### src/hdl/tli_pkg.sv
package tli_pkg;

  localparam int MaxPoints = 64;
  localparam int IdxW      = 6;
  localparam int CntW      = 7;
  localparam int ValW      = 32;
  localparam int QDepth    = 2;

  localparam logic [2:0] StOk       = 3'd0;
  localparam logic [2:0] StFew      = 3'd1;
  localparam logic [2:0] StBelow    = 3'd2;
  localparam logic [2:0] StAbove    = 3'd3;
  localparam logic [2:0] StZeroSpan = 3'd4;

  localparam logic CfgCount = 1'b0;
  localparam logic CfgMode  = 1'b1;

  // one item handed from the front to the back
  typedef struct packed {
    logic            is_query;
    logic [IdxW-1:0] idx;
    logic [ValW-1:0] ex;
    logic [ValW-1:0] ey;
    logic [ValW-1:0] qx;
  } item_t;

  typedef struct packed {
    logic [ValW-1:0] y;
    logic [2:0]      status;
    logic [IdxW-1:0] seg;
  } res_t;

  typedef enum logic [3:0] {
    S_IDLE, S_RD_ENDS, S_ENDS, S_SRCH_RD, S_SRCH, S_SEG_RD, S_SEG,
    S_MUL, S_DIV, S_DONE, S_OUT
  } bst_t;

endpackage

### src/hdl/tli_front.sv
module tli_front import tli_pkg::*; (
  input  logic  clk,
  input  logic  rst_n,
  input  logic  in_push,
  output logic  in_full,
  input  item_t in_item,
  output logic  q_valid,
  input  logic  q_take,
  output item_t q_item
);

  item_t             mem_r [QDepth];
  logic              wp_r, rp_r;
  logic [1:0]        cnt_r;
  logic              push_ok;

  assign in_full = (cnt_r == 2'(QDepth));
  assign push_ok = in_push && !in_full;
  assign q_valid = (cnt_r != 2'd0);
  assign q_item  = mem_r[rp_r];

  // small item queue between front and back
  always_ff @(posedge clk) begin
    if (!rst_n) begin
      wp_r  <= 1'b0;
      rp_r  <= 1'b0;
      cnt_r <= 2'd0;
    end else begin
      if (push_ok) wp_r <= ~wp_r;
      if (q_take && q_valid) rp_r <= ~rp_r;
      cnt_r <= cnt_r + 2'(push_ok) - 2'(q_take && q_valid);
    end
  end

  always_ff @(posedge clk) begin
    if (push_ok) mem_r[wp_r] <= in_item;
  end

endmodule

### config.mk
export PLATFORM = sky130hd
export DESIGN_NAME = tli_front
export DESIGN_NICKNAME = d
export VERILOG_FILES = /design/src/hdl/tli_pkg.sv /design/src/hdl/tli_front.sv
export SDC_FILE = /design/constraint.sdc
export NUM_CORES = 1
export LEC_CHECK = 0
export ABC_AREA = 1
export BUFFER_PORTS_ARGS = -buffer_cell sky130_fd_sc_hd__buf_2
export CAP_MARGIN = 20
export CORE_MARGIN = 1
export CORE_UTILIZATION = 25
export DETAILED_ROUTE_END_ITERATION = 8
export SETUP_SLACK_MARGIN = 0.15
export SLEW_MARGIN = 20
export SYNTH_ARGS = -nofsm -noshare
export SYNTH_HDL_FRONTEND = slang
export SYNTH_SLANG_ARGS = --single-unit
### constraint.sdc
create_clock -name clk -period 7.4 [get_ports clk]
set_input_delay 1.11 -clock clk [delete_from_list [all_inputs] [get_ports clk]]
set_output_delay 1.11 -clock clk [all_outputs]
set_load 0.01 [all_outputs]
# ---- Word level (Yosys, flattened, before mapping)
# Memories as Yosys holds them, arrays and structs flattened. A register that Yosys moved wholly into a read port is not among the register bits.
# Cells that the tools add are included.
dict set report classes {
  shift 0
  bitwise_logic 2
  magnitude_cmp 0
  div 0
  mul 0
  reduce_logical 4
  eq_ne 1
  addsub 2
  n_mux 4
}
# op n
set op_table {}
lappend op_table {{$mux 1} 4}
lappend op_table {{$add 2x1->2} 1}
lappend op_table {{$eq 2x2->1 const B} 1}
lappend op_table {{$logic_and 1x1->1} 2}
lappend op_table {{$not 1->1} 2}
lappend op_table {{$reduce_bool 2->1} 1}
lappend op_table {{$sub 2x1->2} 1}
lappend op_table {{$logic_not 1->1} 1}
dict set report totals {
  memories 1
  in_bits 107
  ff_bits 4
  latch_bits 0
  out_inout_bits 105
  rom_bits 0
  mem_bits_rw 206
}
# name words word_bits rd rd_ports_with_merged_regs write_ports line
set memory_table {}
lappend memory_table {mem_r 2 103 1 1 1 tli_front.sv:12} ;# item_t mem_r [QDepth];

# ---- Longest topological paths before layout
# Gate-level depths: netlist (run 1).
dict set report logic_depth {
  ltp_word 5
  mapped_depth 11
  ltp_nobuf 11
}

# ---- Worst setup path before layout (run 1)
# OpenSTA, ideal clock, no wires.
dict set report synth_path {
  kind {input to register}
  from {input in_push}
  to {memory mem_r[0][0] in the netlist's numbering, enable pin}
  arrival_ns 5.465
  required_time_ns 6.835
  setup_ns 0.565
  cell_stages 2
  setup_slack_ns 1.370
  path_cell_list {nand2_1 -> nor2_1}
}
dict set report synth_between {
  elab_chain_cells 3
}
# element line
set synth_lines {}
lappend synth_lines {{start: declaration} tli_front.sv:4} ;# input logic in_push,
lappend synth_lines {{$logic_and 1x1->1} tli_front.sv:18} ;# assign push_ok = in_push && !in_full;
lappend synth_lines {{$mux 1} tli_front.sv:36} ;# if (push_ok) mem_r[wp_r] <= in_item;
lappend synth_lines {{$mux 1 (not written as such)} tli_front.sv:36}
lappend synth_lines {{end: declaration} tli_front.sv:12}
# No other way between the ends.

==> results of run 1 <==
[power groups by stage]
| stage | combinational, mW | sequential, mW | clock [mW] |
|---|---|---|---|
| CTS | 0.728 | 1.58 | 1.17 |
| global route | 0.774 | 1.60 | 1.21 |
| detailed placement | 0.724 | 1.61 | 0 |
| floorplan | 0.472 | 1.59 | 0 |
| global placement | 0.715 | 1.60 | 0 |
| finish | 0.708 | 1.58 | 1.13 |
[cell families (layout without fill, tap and decap cells)]
| kind of cell | after synthesis | after routing | share of synthesized area (%) |
|---|---|---|---|
| DFF | 211 | 211 | 81.73 |
| muxes | 103 | 103 | 15.08 |
| and+or+nand+nor | 20 | 20 | 1.025 |
| buffers and inverters | 19 | 265 | 1.708 |
| adders and majority gates | 2 | 2 | 0.3253 |
| AOI/OAI and AO/OA | 2 | 2 | 0.1301 |
[routing by layer]
| metal | global-route usage, % | up-vias |
|---|---|---|
| li1 | - | 1856 |
| met1 | 10.88 | 1929 |
| met2 | 15.76 | 154 |
| met3 | 4.006 | 33 |
| met4 | 3.027 | 6 |
| met5 | 0 | - |
[tightest hold or removal path, cell delays in order, from the launching register on]
cell     delay, ns
dfxtp_1       0.33
nor2_1        0.06
nor2_1        0.08
[cell type report]
type	count	area [µm²]
inverter	8	32.53
tap	390	488.0
fill	2946	20010
sequential	211	6290
timing repair buffer	215	1099
clock inverter	11	103.9
multi-input combinational	127	1281
clock buffer	31	648.1
[metrics by stage]
step | worst slack (ns) | power [mW] | std cells | area, µm² | hold WS, ns
2_1_floorplan | 1.370 | 2.058 | 357 | 7691 | 0.4675
3_3_place_gp | 3.739 | 2.316 | 950 | 9170 | 0.4837
3_5_place_dp | 4.075 | 2.332 | 951 | 9190 | 0.4852
4_1_cts | 3.517 | 3.482 | 993 | 9942 | 0.5121
5_1_grt | 3.378 | 3.584 | 993 | 9942 | 0.5406
6_report | 3.589 | 3.411 | 993 | 9942 | 0.5080
[state kept, by name (all words and copies together), names as in the netlist, named ones only]
| name | count |
|---|---|
| wp_r | 1 |
| cnt_r | 2 |
| mem_r | 206 |
| rp_r | 1 |
[cells in the final DEF, fill, tap and decap left out]
cell type,instances
bufinv_16,2
dfxtp_4,1
dfxtp_1,4
edfxtp_1,206
inv_1,7
clkbuf_1,6
clkbuf_16,25
nor2_1,7
inv_4,1
clkinv_2,1
nand2_1,9
clkinvlp_4,1
inv_6,1
clkinv_1,6
mux2_2,103
buf_4,3
buf_2,211
a21oi_1,2
buf_12,1
nand3_1,3
nor2_4,1
ha_1,2
[worst max-delay path by stage]
stage / endpoint / slack (ns) / cells past startpoint
after CTS: q_item[35] / 3.52 / 3
after floorplan: mem_r[0][0] / 1.37 / 2
after detailed placement: q_item[35] / 4.08 / 3
after global routing: q_item[18] / 3.38 / 3
final: q_item[28] / 3.59 / 3
after global placement: mem_r[0][5] / 3.74 / 4
==> run summary, run 1 <==
The initialized floorplan defines 63 standard-cell rows. The cell with the most instances after synthesis is edfxtp_1. The number of hold-slack violations in the final timing report is 0. The worst hold path belongs to the class register to register. The time the worst path needs with I/O delays and setup came out at 3.811 ns. The fraction of final layout cells sized beyond drive strength 1 is 58.21%.

The number of warnings printed during yosys synthesis came out at 0. The clock sink count came out at 211. After detailed routing, the average wire length per cell comes to 15.43 µm. The total track usage came out at 9.442%. The worst-case vdd ir drop is 0.0002117 V. The startpoint kind of the worst setup timing path is a register. Among all flip-flop cells after synthesis, the most frequent one is edfxtp_1.

The delay of the slowest cell on the worst path is 0.78 ns. After detailed routing, the met3 layer carries 1448 µm of wire. The routed layout has 3,978 vias.

The wire length of the first global-routing pass came out at 22,890 µm. Detailed placement ended at an HPWL of 9789 µm. The final critical-path share of the clock period came out at 51.50%.

The final-report max-slew violation count came out at 0. Per report_power, the combinational group accounts for 20.8% of the total. The last weighted congestion value of the routability-driven placer came out at 0.6803.

The number of global-route vias before repair was 4,170. The cell type group with the largest total delay on the critical path is buffers and inverters. The total overflow left after global routing is 0. The sequential fraction of the synthesis area is 81.73%. In this run the most critical hold path is launched from rp_r. The category of the worst setup path capture point is a primary output.

The wire length on met1 came out at 6057 µm. The number of gates resized after cts came out at 0. The slew at the pin closest to its max-slew limit is 0.9687 ns. Max-cap violations in this run came to 0.

In this run the register-to-register setup slack is 4.98 ns. Averaged over all synthesized cells, the footprint is 21.54 µm². After routing, the total negative slack on setup checks comes to 0 ns.

The synthesized net count came out at 466. The remaining antenna violation count after routing came out at 0. Counting instances, the worst hold path has a depth of 2.

The share of synthesized flip-flops with an asynchronous set or reset is 0%. The leakage power of the design came out at 3.667 nW. The arrival time at the worst endpoint came out at 2.70 ns. The final worst clock skew came out at 0.009360 ns. The power share of the clock group is 33.0%. The number of synthesized flops with an enable pin came out at 206. The highest net fanout along the worst path is 59. The buffers plus inverters on the worst setup path is 2. In this run the top signal layer used is met5.

The cell depth of the worst flop-to-flop path is 5. The critical path goes through buf_4 -> mux2_2 -> buf_2. The latest clock arrival within the worst-skew pair is 0.51 ns. Summed over all layers, the routed wires come to 15,320 µm. The count of input and output buffers came out at 211. The run finished with clean final reports.

The per-cell via count in the routed design is 4.006. CTS built an H-tree with a depth of 1. The slowest stage of the critical path is the buf_4 cell. The total power density per cell area came out at 343.1 nW/µm². The total standard cell area after synthesis is 7691 µm². The count of mapped cells out of synthesis came out at 357.

The register share of total power came out at 46.3%. The register bit total from synthesis is 211. The category of the critical setup timing path is register to primary output. The worst register-to-register path ends at mem_r[1][0]. The initial antenna violation count came out at 4. Data on the critical path is required at its endpoint by 6.29 ns. The peak clock frequency supported by timing is 0.2624 GHz.

The final antenna diode count is 0. The proportion of total power due to net switching came out at 26.10%. The cell at the root of the clock tree is clkbuf_16. Setup repair after global routing left no endpoint under its margin. The number of DRC markers in iteration 0 is 125. The portion of synthesized cell area occupied by the leading cell type came out at 80.43%.

The distinct cell type count of the synthesized netlist is 12. The number of iterations in the first detailed-routing pass is 4. Summed over all nets, the switching power comes to 890.3 µW.

The core region is 29,950 µm². The total internal power is 2.521 mW. The clock input transition at the sequential cells of the worst setup and hold paths came out at 0.05 ns. The maximum count of clock buffers along a single path came out at 3. The number of nets in the final layout came out at 696.

The number of endpoints failing setup at the final stage is 0. Headroom to the max-slew limit came out at 35.42%. The number of clock buffers added by TritonCTS is 24. The core utilization of the finished layout is 33.19%. The commonest cells after synthesis are edfxtp_1, mux2_2, nand2_1.

The effective utilization at floorplan came out at 25.68%. Measured along the x axis, the die boundary spans 177.4 µm. Sorting the synthesized cells by area gives the leading types as edfxtp_1, mux2_2, dfxtp_1. The length of routed met2 wiring is 7313 µm.

The die area is 31,470 µm². During I/O placement, the number of pins put on the boundary was 212. The critical register-to-register path startpoint is cnt_r[0].

The number of post-CTS setup repair buffers came out at 0. The pin count of the biggest net entering global routing is 68. TritonCTS built the clock tree. The total of hold buffers inserted after clock tree synthesis came out at 0.

After detailed routing, the number of remaining DRC violations is 0. The floorplan step set the die height to 177.4 µm. Summed over all instances, the cell type with the most area after synthesis is edfxtp_1. The relative area change from synthesis to final layout is 29.27%.
(Power assumes the default switching activity.)
==> run 2: changes to the inputs <==
==> constraint.sdc (replaced) <==
create_clock -name clk -period 3.4 [get_ports clk]
set_input_delay 0.51 -clock clk [delete_from_list [all_inputs] [get_ports clk]]
set_output_delay 0.51 -clock clk [all_outputs]
set_load 0.01 [all_outputs]
==> run summary, run 2 (synthesized netlist as in run 1, its figures left out) <==
The flow ran to the end, and the final reports show no timing, DRC or antenna violations. The post-detailed-placement half-perimeter wirelength is 9778 µm (-0.11%). The tree is rooted in a clkbuf_16. The core outline area came out at 29,950 µm² (unchanged). The critical path in this run is classified as register to primary output. The CTS tree is built. The total of hold buffers inserted after clock tree synthesis is 0 (unchanged). The sum of negative setup slack was 0 ns (unchanged). The clock period could shrink to 2.544 ns. The pin count of the biggest net entering global routing came out at 72 (+5.9%).

The number of placement rows is 63 (unchanged). The die extent in x is 177.4 µm (unchanged). The number of inserted filler cells in the final layout is 2,924 (-0.75%). The last weighted congestion value of the routability-driven placer came out at 0.6651 (-2.2%). The category of the worst setup path capture point is a primary output. The number of global-route vias before repair is 4,205 (+0.84%).

The leakage power of the design was 3.668 nW (about the same). The worst relative slew slack is 62.70% (+27 points). For this design, the slowest cell found on the critical path is dfxtp_4.

The number of top-level pins is 212 (unchanged). The latest clock arrival within the worst-skew pair came out at 0.50 ns (about the same). The highest net fanout along the worst path came out at 37 (-37%). The total track usage is 9.172% (-0.27 points). The die area came out at 31,470 µm² (unchanged). The cell depth of the worst flop-to-flop path is 5 (unchanged). The number of hold-slack violations in the final timing report came out at 0 (unchanged). The number of nets in the final layout is 697 (+0.14%). The effective utilization at floorplan is 25.68% (unchanged). Based on the critical path, the design can be clocked at up to 0.3931 GHz.

The worst hold path belongs to the class primary input to register. The final routed DRC violation total is 0 (unchanged). The endpoint of the worst setup timing path is q_item[101]. The worst hold margin is 0.1966 ns (-0.3113 ns). The worst-case vdd ir drop came out at 0.0004074 V (+92%).

The clock sink count came out at 211 (unchanged). The number of post-CTS setup repair buffers came out at 0 (unchanged). The critical register-to-register path startpoint is cnt_r[0].

The final critical-path setup slack was 0.8564 ns (-2.732 ns). The final worst clock skew is 0.006144 ns (-0.003216 ns). The library cells used most frequently in the layout, excluding fill and tap cells, are buf_2, edfxtp_1, mux2_2. The CTS H-tree depth is 1 (unchanged). The worst slack after detailed placement came to 1.300 ns (-2.775 ns).

The largest registers in the layout are mem_r (206), cnt_r (2). The arrival time at the worst endpoint came out at 2.03 ns (-0.67 ns). The required arrival time at the worst endpoint is 2.89 ns (-3.40 ns). The library cell used most frequently in the layout, excluding fill and tap cells, is buf_2.

Setup repair after global routing left no endpoint under its margin. The remaining antenna violation count after routing was 0 (unchanged). The cell count along the critical path came out at 3 (unchanged). The per-cell via count in the routed design is 4.013 (+0.18%).

The instance count after placement with tap cells included came out at 953 (+0.21%). The initial antenna violation count is 3 (-1). The number of flip-flops in the largest register came out at 206 (unchanged). The delay of the slowest cell on the worst path is 0.70 ns (-0.08 ns). The register with the most flip-flops in the final layout is mem_r. The TritonCTS buffer count is 23 (-4.2%). The slew at the pin closest to its max-slew limit is 0.5595 ns (-0.4092 ns). The final wirelength is 15,170 µm (-1.0%). The buffers plus inverters on the worst setup path came out at 2 (unchanged). The slack of the worst reg-to-reg path came out at 1.57 ns (-3.41 ns).

The total power density per cell area came to 736.1 nW/µm² (+110%). The maximum count of clock buffers along a single path is 3 (unchanged). The final critical-path share of the clock period came out at 74.81%.

The endpoint of the lowest-slack register-to-register path is mem_r[1][85]. The count of input and output buffers is 211 (unchanged). The cell type group with the largest total delay on the critical path is flip-flops.

The relative area change from synthesis to final layout came out at 29.41%. The routed wire length per instance is 15.26 µm (-1.1%). The clock input transition at the sequential cells of the worst setup and hold paths is 0.06 ns (about the same). The via count came out at 3,989 (+0.28%).

The fraction of final layout cells sized beyond drive strength 1 is 58.97% (+0.76 points). The startpoint kind of the worst setup timing path is a register. The die height came out at 177.4 µm (unchanged).

The total congestion overflow came out at 0 (unchanged). The final-report max-slew violation count came out at 0 (unchanged). The signal on the critical path passes through buf_12 -> mux2_2 -> buf_2. The number of gates resized after cts is 0 (unchanged). The wire length of the first global-routing pass is 22,240 µm (-2.9%).

The number of DRC markers in iteration 0 is 168 (+34%). The count of placed standard cells in the final layout, fillers left out came out at 994 (+0.10%). The total of max-cap violations came out at 0 (unchanged). The number of endpoints failing setup at the final stage came to 0 (unchanged).

The number of iterations in the first detailed-routing pass came out at 4 (unchanged).
==> run 2: area by class of cell <==
class / instances / area (µm²) / share of cell area, %
Antenna cell: 2 / 5.005 / 0.05028
Clock buffer: 24 / 579.3 / 5.820
Clock inverter: 15 / 126.4 / 1.270
Inverter: 8 / 32.53 / 0.3268
Multi-Input combinational cell: 127 / 1281 / 12.87
Sequential cell: 211 / 6290 / 63.19
Tap cell: 390 / 488.0 / 4.903
Timing Repair Buffer: 217 / 1151 / 11.57
==> run 2: metal layers <==
| metal | track usage (%) | share of wire [%] | up-vias |
|---|---|---|---|
| met5 | 0 | 0.086 | - |
| met4 | 2.422 | 1.5 | 2 |
| met3 | 3.877 | 10 | 25 |
| met2 | 15.06 | 45 | 158 |
| met1 | 10.99 | 43 | 1941 |
| li1 | - | - | 1863 |
==> run 2: worst min-delay path by stage <==
stage	start	end	slack, ns	cells after the start
2_1_floorplan	rp_r	register	0.47	2
3_3_place_gp	rp_r	rp_r	0.49	2
3_5_place_dp	rp_r	register	0.48	2
4_1_cts	in_item[54]	mem_r[1][54]	0.16	1
5_1_grt	in_item[54]	mem_r[1][54]	0.16	1
6_report	in_item[88]	mem_r[1][88]	0.20	1
==> run 2: report_power, final <==
part | switching (mW) | internal, mW | total, mW
clock network | 0.948 | 1.38 | 2.33
logic | 0.844 | 0.733 | 1.58
registers | 0.133 | 3.29 | 3.42
total | 1.93 | 5.40 | 7.33
==> run 2: through the flow <==
stage	util [%]	power, mW	cell area (µm²)
5_1_grt	33.21	7.702	9948
3_5_place_dp	30.86	5.099	9243
4_1_cts	33.21	7.466	9948
2_1_floorplan	-	4.452	7699
6_report	33.23	7.327	9953
3_3_place_gp	30.86	5.074	9243
==> run 2: worst register-to-register path, delay by kind of cell, from the launching register on <==
family                 cells  cell delay (ns)
and+or+nand+nor            2             0.29
buffers and inverters      3             0.85
DFF                        1             0.35
==> run 3: changes to the inputs <==
==> constraint.sdc (replaced) <==
create_clock -name clk -period 2.6 [get_ports clk]
set_input_delay 0.39 -clock clk [delete_from_list [all_inputs] [get_ports clk]]
set_output_delay 0.39 -clock clk [all_outputs]
set_load 0.01 [all_outputs]
==> run summary, run 3 (synthesized netlist as in run 1, its figures left out) <==
The flow ran to the end, and the final reports show no timing, DRC or antenna violations. The number of post-CTS setup repair buffers came out at 0 (unchanged). The number of hold-slack violations in the final timing report was 0 (unchanged). The clock input transition at the sequential cells of the worst setup and hold paths is 0.06 ns (about the same). The final critical-path share of the clock period is 89.45%.

For hold timing, the worst endpoint is mem_r[0][69]. The slack of the worst reg-to-reg path is 1.13 ns (-0.44 ns). The total congestion overflow is 0 (unchanged).

The worst-case vdd ir drop came out at 0.0005432 V (+33%). The CTS tree is built. The maximum count of clock buffers along a single path is 3 (unchanged). The total track usage came out at 9.420% (+0.25 points). The time the worst path needs with I/O delays and setup is 2.326 ns. The worst relative slew slack is 61.28% (-1.4 points).

The number of global-route vias before repair came to 4,122 (-2.0%). The post-placement cell area was 9268 µm² (+0.27%). The total of hold buffers inserted after clock tree synthesis came out at 0 (unchanged). The routed wire length per instance is 15.51 µm (+1.7%).

The library cell used most frequently in the layout, excluding fill and tap cells, is buf_2. The peak clock frequency supported by timing is 0.4300 GHz. The remaining antenna violation count after routing is 0 (unchanged).

The register with the most flip-flops is mem_r. The power after layout came out at 10.08 mW (+38%). The final-report max-slew violation count is 0 (unchanged). The count of placed standard cells in the final layout, fillers left out is 996 (+0.20%).

The fraction of final layout cells sized beyond drive strength 1 came out at 60.33% (+1.4 points). Setup repair after global routing left no endpoint under its margin. The worst register-to-register path begins at cnt_r[0]. The instance count after placement with tap cells included is 953 (unchanged). The core outline area came to 29,950 µm² (unchanged). The wire length of the first global-routing pass is 22,530 µm (+1.3%).

The total of max-cap violations was 0 (unchanged). The number of flip-flops in the largest register came out at 206 (unchanged). The clock sink count came to 211 (unchanged).

The design area was 10,100 µm² (+1.5%). The latest clock arrival within the worst-skew pair was 0.51 ns (about the same). The die height came out at 177.4 µm (unchanged). The via count came out at 3,990 (+0.025%). The startpoint identified for the worst hold timing path is in_item[69].

The number of iterations in the first detailed-routing pass came out at 4 (unchanged). The final routed DRC violation total was 0 (unchanged). The slew at the pin closest to its max-slew limit was 0.5809 ns (+0.02141 ns).

The last weighted congestion value of the routability-driven placer came out at 0.6518 (-2.0%). The register share of total power came to 43.7% (-3.0 points). The sum of negative setup slack was 0 ns (unchanged). The die area came to 31,470 µm² (unchanged). The effective utilization at floorplan is 25.68% (unchanged).

The total power density per cell area is 998.2 nW/µm² (+36%). The number of nets in the final layout came out at 698 (+0.14%). The worst setup path is captured at a primary output. The arrival time at the worst endpoint is 1.94 ns (-0.09 ns). Walking the worst path, the cells encountered are buf_4 -> mux2_2 -> buf_2.

The post-detailed-placement half-perimeter wirelength is 9769 µm (about the same). The depth of the worst hold-timing path is 1 (unchanged). The slowest stage of the critical path belongs to the cell buf_4. The number of endpoints failing setup at the final stage came out at 0 (unchanged).

The cell depth of the worst flop-to-flop path is 10 (+5). The largest registers in the layout are mem_r (206), cnt_r (2). The final wirelength is 15,450 µm (+1.9%). The min-delay analysis places its worst path in the category primary input to register. The endpoint identified for the worst register-to-register timing path is cnt_r[1]. The pin count of the biggest net entering global routing came out at 63 (-13%).

The total internal power is 7.504 mW (+39%). The leakage power of the design is 3.733 nW (+1.8%). The delay of the slowest cell on the worst path came to 0.46 ns (-0.24 ns).

The per-cell via count in the routed design came out at 4.006 (-0.18%). The category of the critical setup timing path is register to primary output. The combinational share of power came out at 21.2% (-0.3 points). The required arrival time at the worst endpoint came out at 2.21 ns (-0.68 ns).

Relative to the synthesized area, the layout overhead comes to 31.35%. The cell sitting at the root of the clock tree is a clkbuf_16. The TritonCTS buffer count came to 24 (+4.3%). The startpoint kind of the worst setup timing path is a register. The library cells used most frequently in the layout, excluding fill and tap cells, are buf_2, edfxtp_1, mux2_2. The number of gates resized after cts is 0 (unchanged). The CTS H-tree depth is 1 (unchanged). The final worst clock skew came to 0.01002 ns (+0.003871 ns). The net switching component of the power is 2.580 mW (+34%). The number of placement rows is 63 (unchanged). The power share of the clock group came out at 35.0% (+3.2 points). The number of DRC markers in iteration 0 is 152 (-9.5%). The die extent in x came out at 177.4 µm (unchanged). The number of top-level pins was 212 (unchanged). The proportion of total power due to net switching came out at 25.58% (-0.70 points). The count of input and output buffers came to 211 (unchanged). The initial antenna violation count came out at 3 (unchanged). The highest net fanout along the worst path came to 41 (+11%).
run 3: routing by layer:
metal	vias up	wire length, µm	global-route usage, %
met2	134	7522	16.18
met4	4	522	3.526
met3	29	1299	3.470
met1	1958	6077	10.61
li1	1865	-	-
met5	-	27	0
run 3: through the flow:
stage / setup slack, ns / utilization, % / hold slack [ns]
2_1_floorplan: 0.1226 / - / 0.4675
3_3_place_gp: 0.8012 / 30.94 / 0.4885
3_5_place_dp: 0.7938 / 30.94 / 0.4963
4_1_cts: 0.2182 / 33.72 / 0.02821
5_1_grt: 0.1654 / 33.72 / 0.03951
6_report: 0.2742 / 33.73 / 0.06402
run 3: power groups by stage:
stage | logic, mW | clock network, mW | registers [mW]
2_1_floorplan | 1.36 | 0 | 4.47
3_3_place_gp | 2.19 | 0 | 4.46
3_5_place_dp | 2.19 | 0 | 4.49
4_1_cts | 2.21 | 3.67 | 4.42
5_1_grt | 2.35 | 3.77 | 4.45
6_report | 2.14 | 3.53 | 4.41
run 3: critical path, delay by kind of cell (launching register included):
family	cells	cell delay, ns
flip-flops	1	0.36
multiplexers	1	0.42
buffers and inverters	2	0.60
run 3: worst max path at each step:
stage / startpoint / to / slack, ns / cells after the start
final: register / q_item[50] / 0.27 / 3
after global routing: register / q_item[70] / 0.17 / 3
after CTS: register / q_item[70] / 0.22 / 3
after detailed placement: register / q_item[70] / 0.79 / 3
after global placement: register / q_item[70] / 0.80 / 3
after floorplan: cnt_r[0] / mem_r[0][0] / 0.12 / 4
run 3: cell type report:
| type | count | area, µm² |
|---|---|---|
| clock inverter | 15 | 198.9 |
| antenna | 1 | 2.502 |
| sequential | 211 | 6291 |
| multi-input combinational | 127 | 1291 |
| clock buffer | 27 | 633.1 |
| timing repair buffer | 217 | 1164 |
| tap | 390 | 488.0 |
| inverter | 8 | 33.78 |
| fill | 2946 | 19850 |
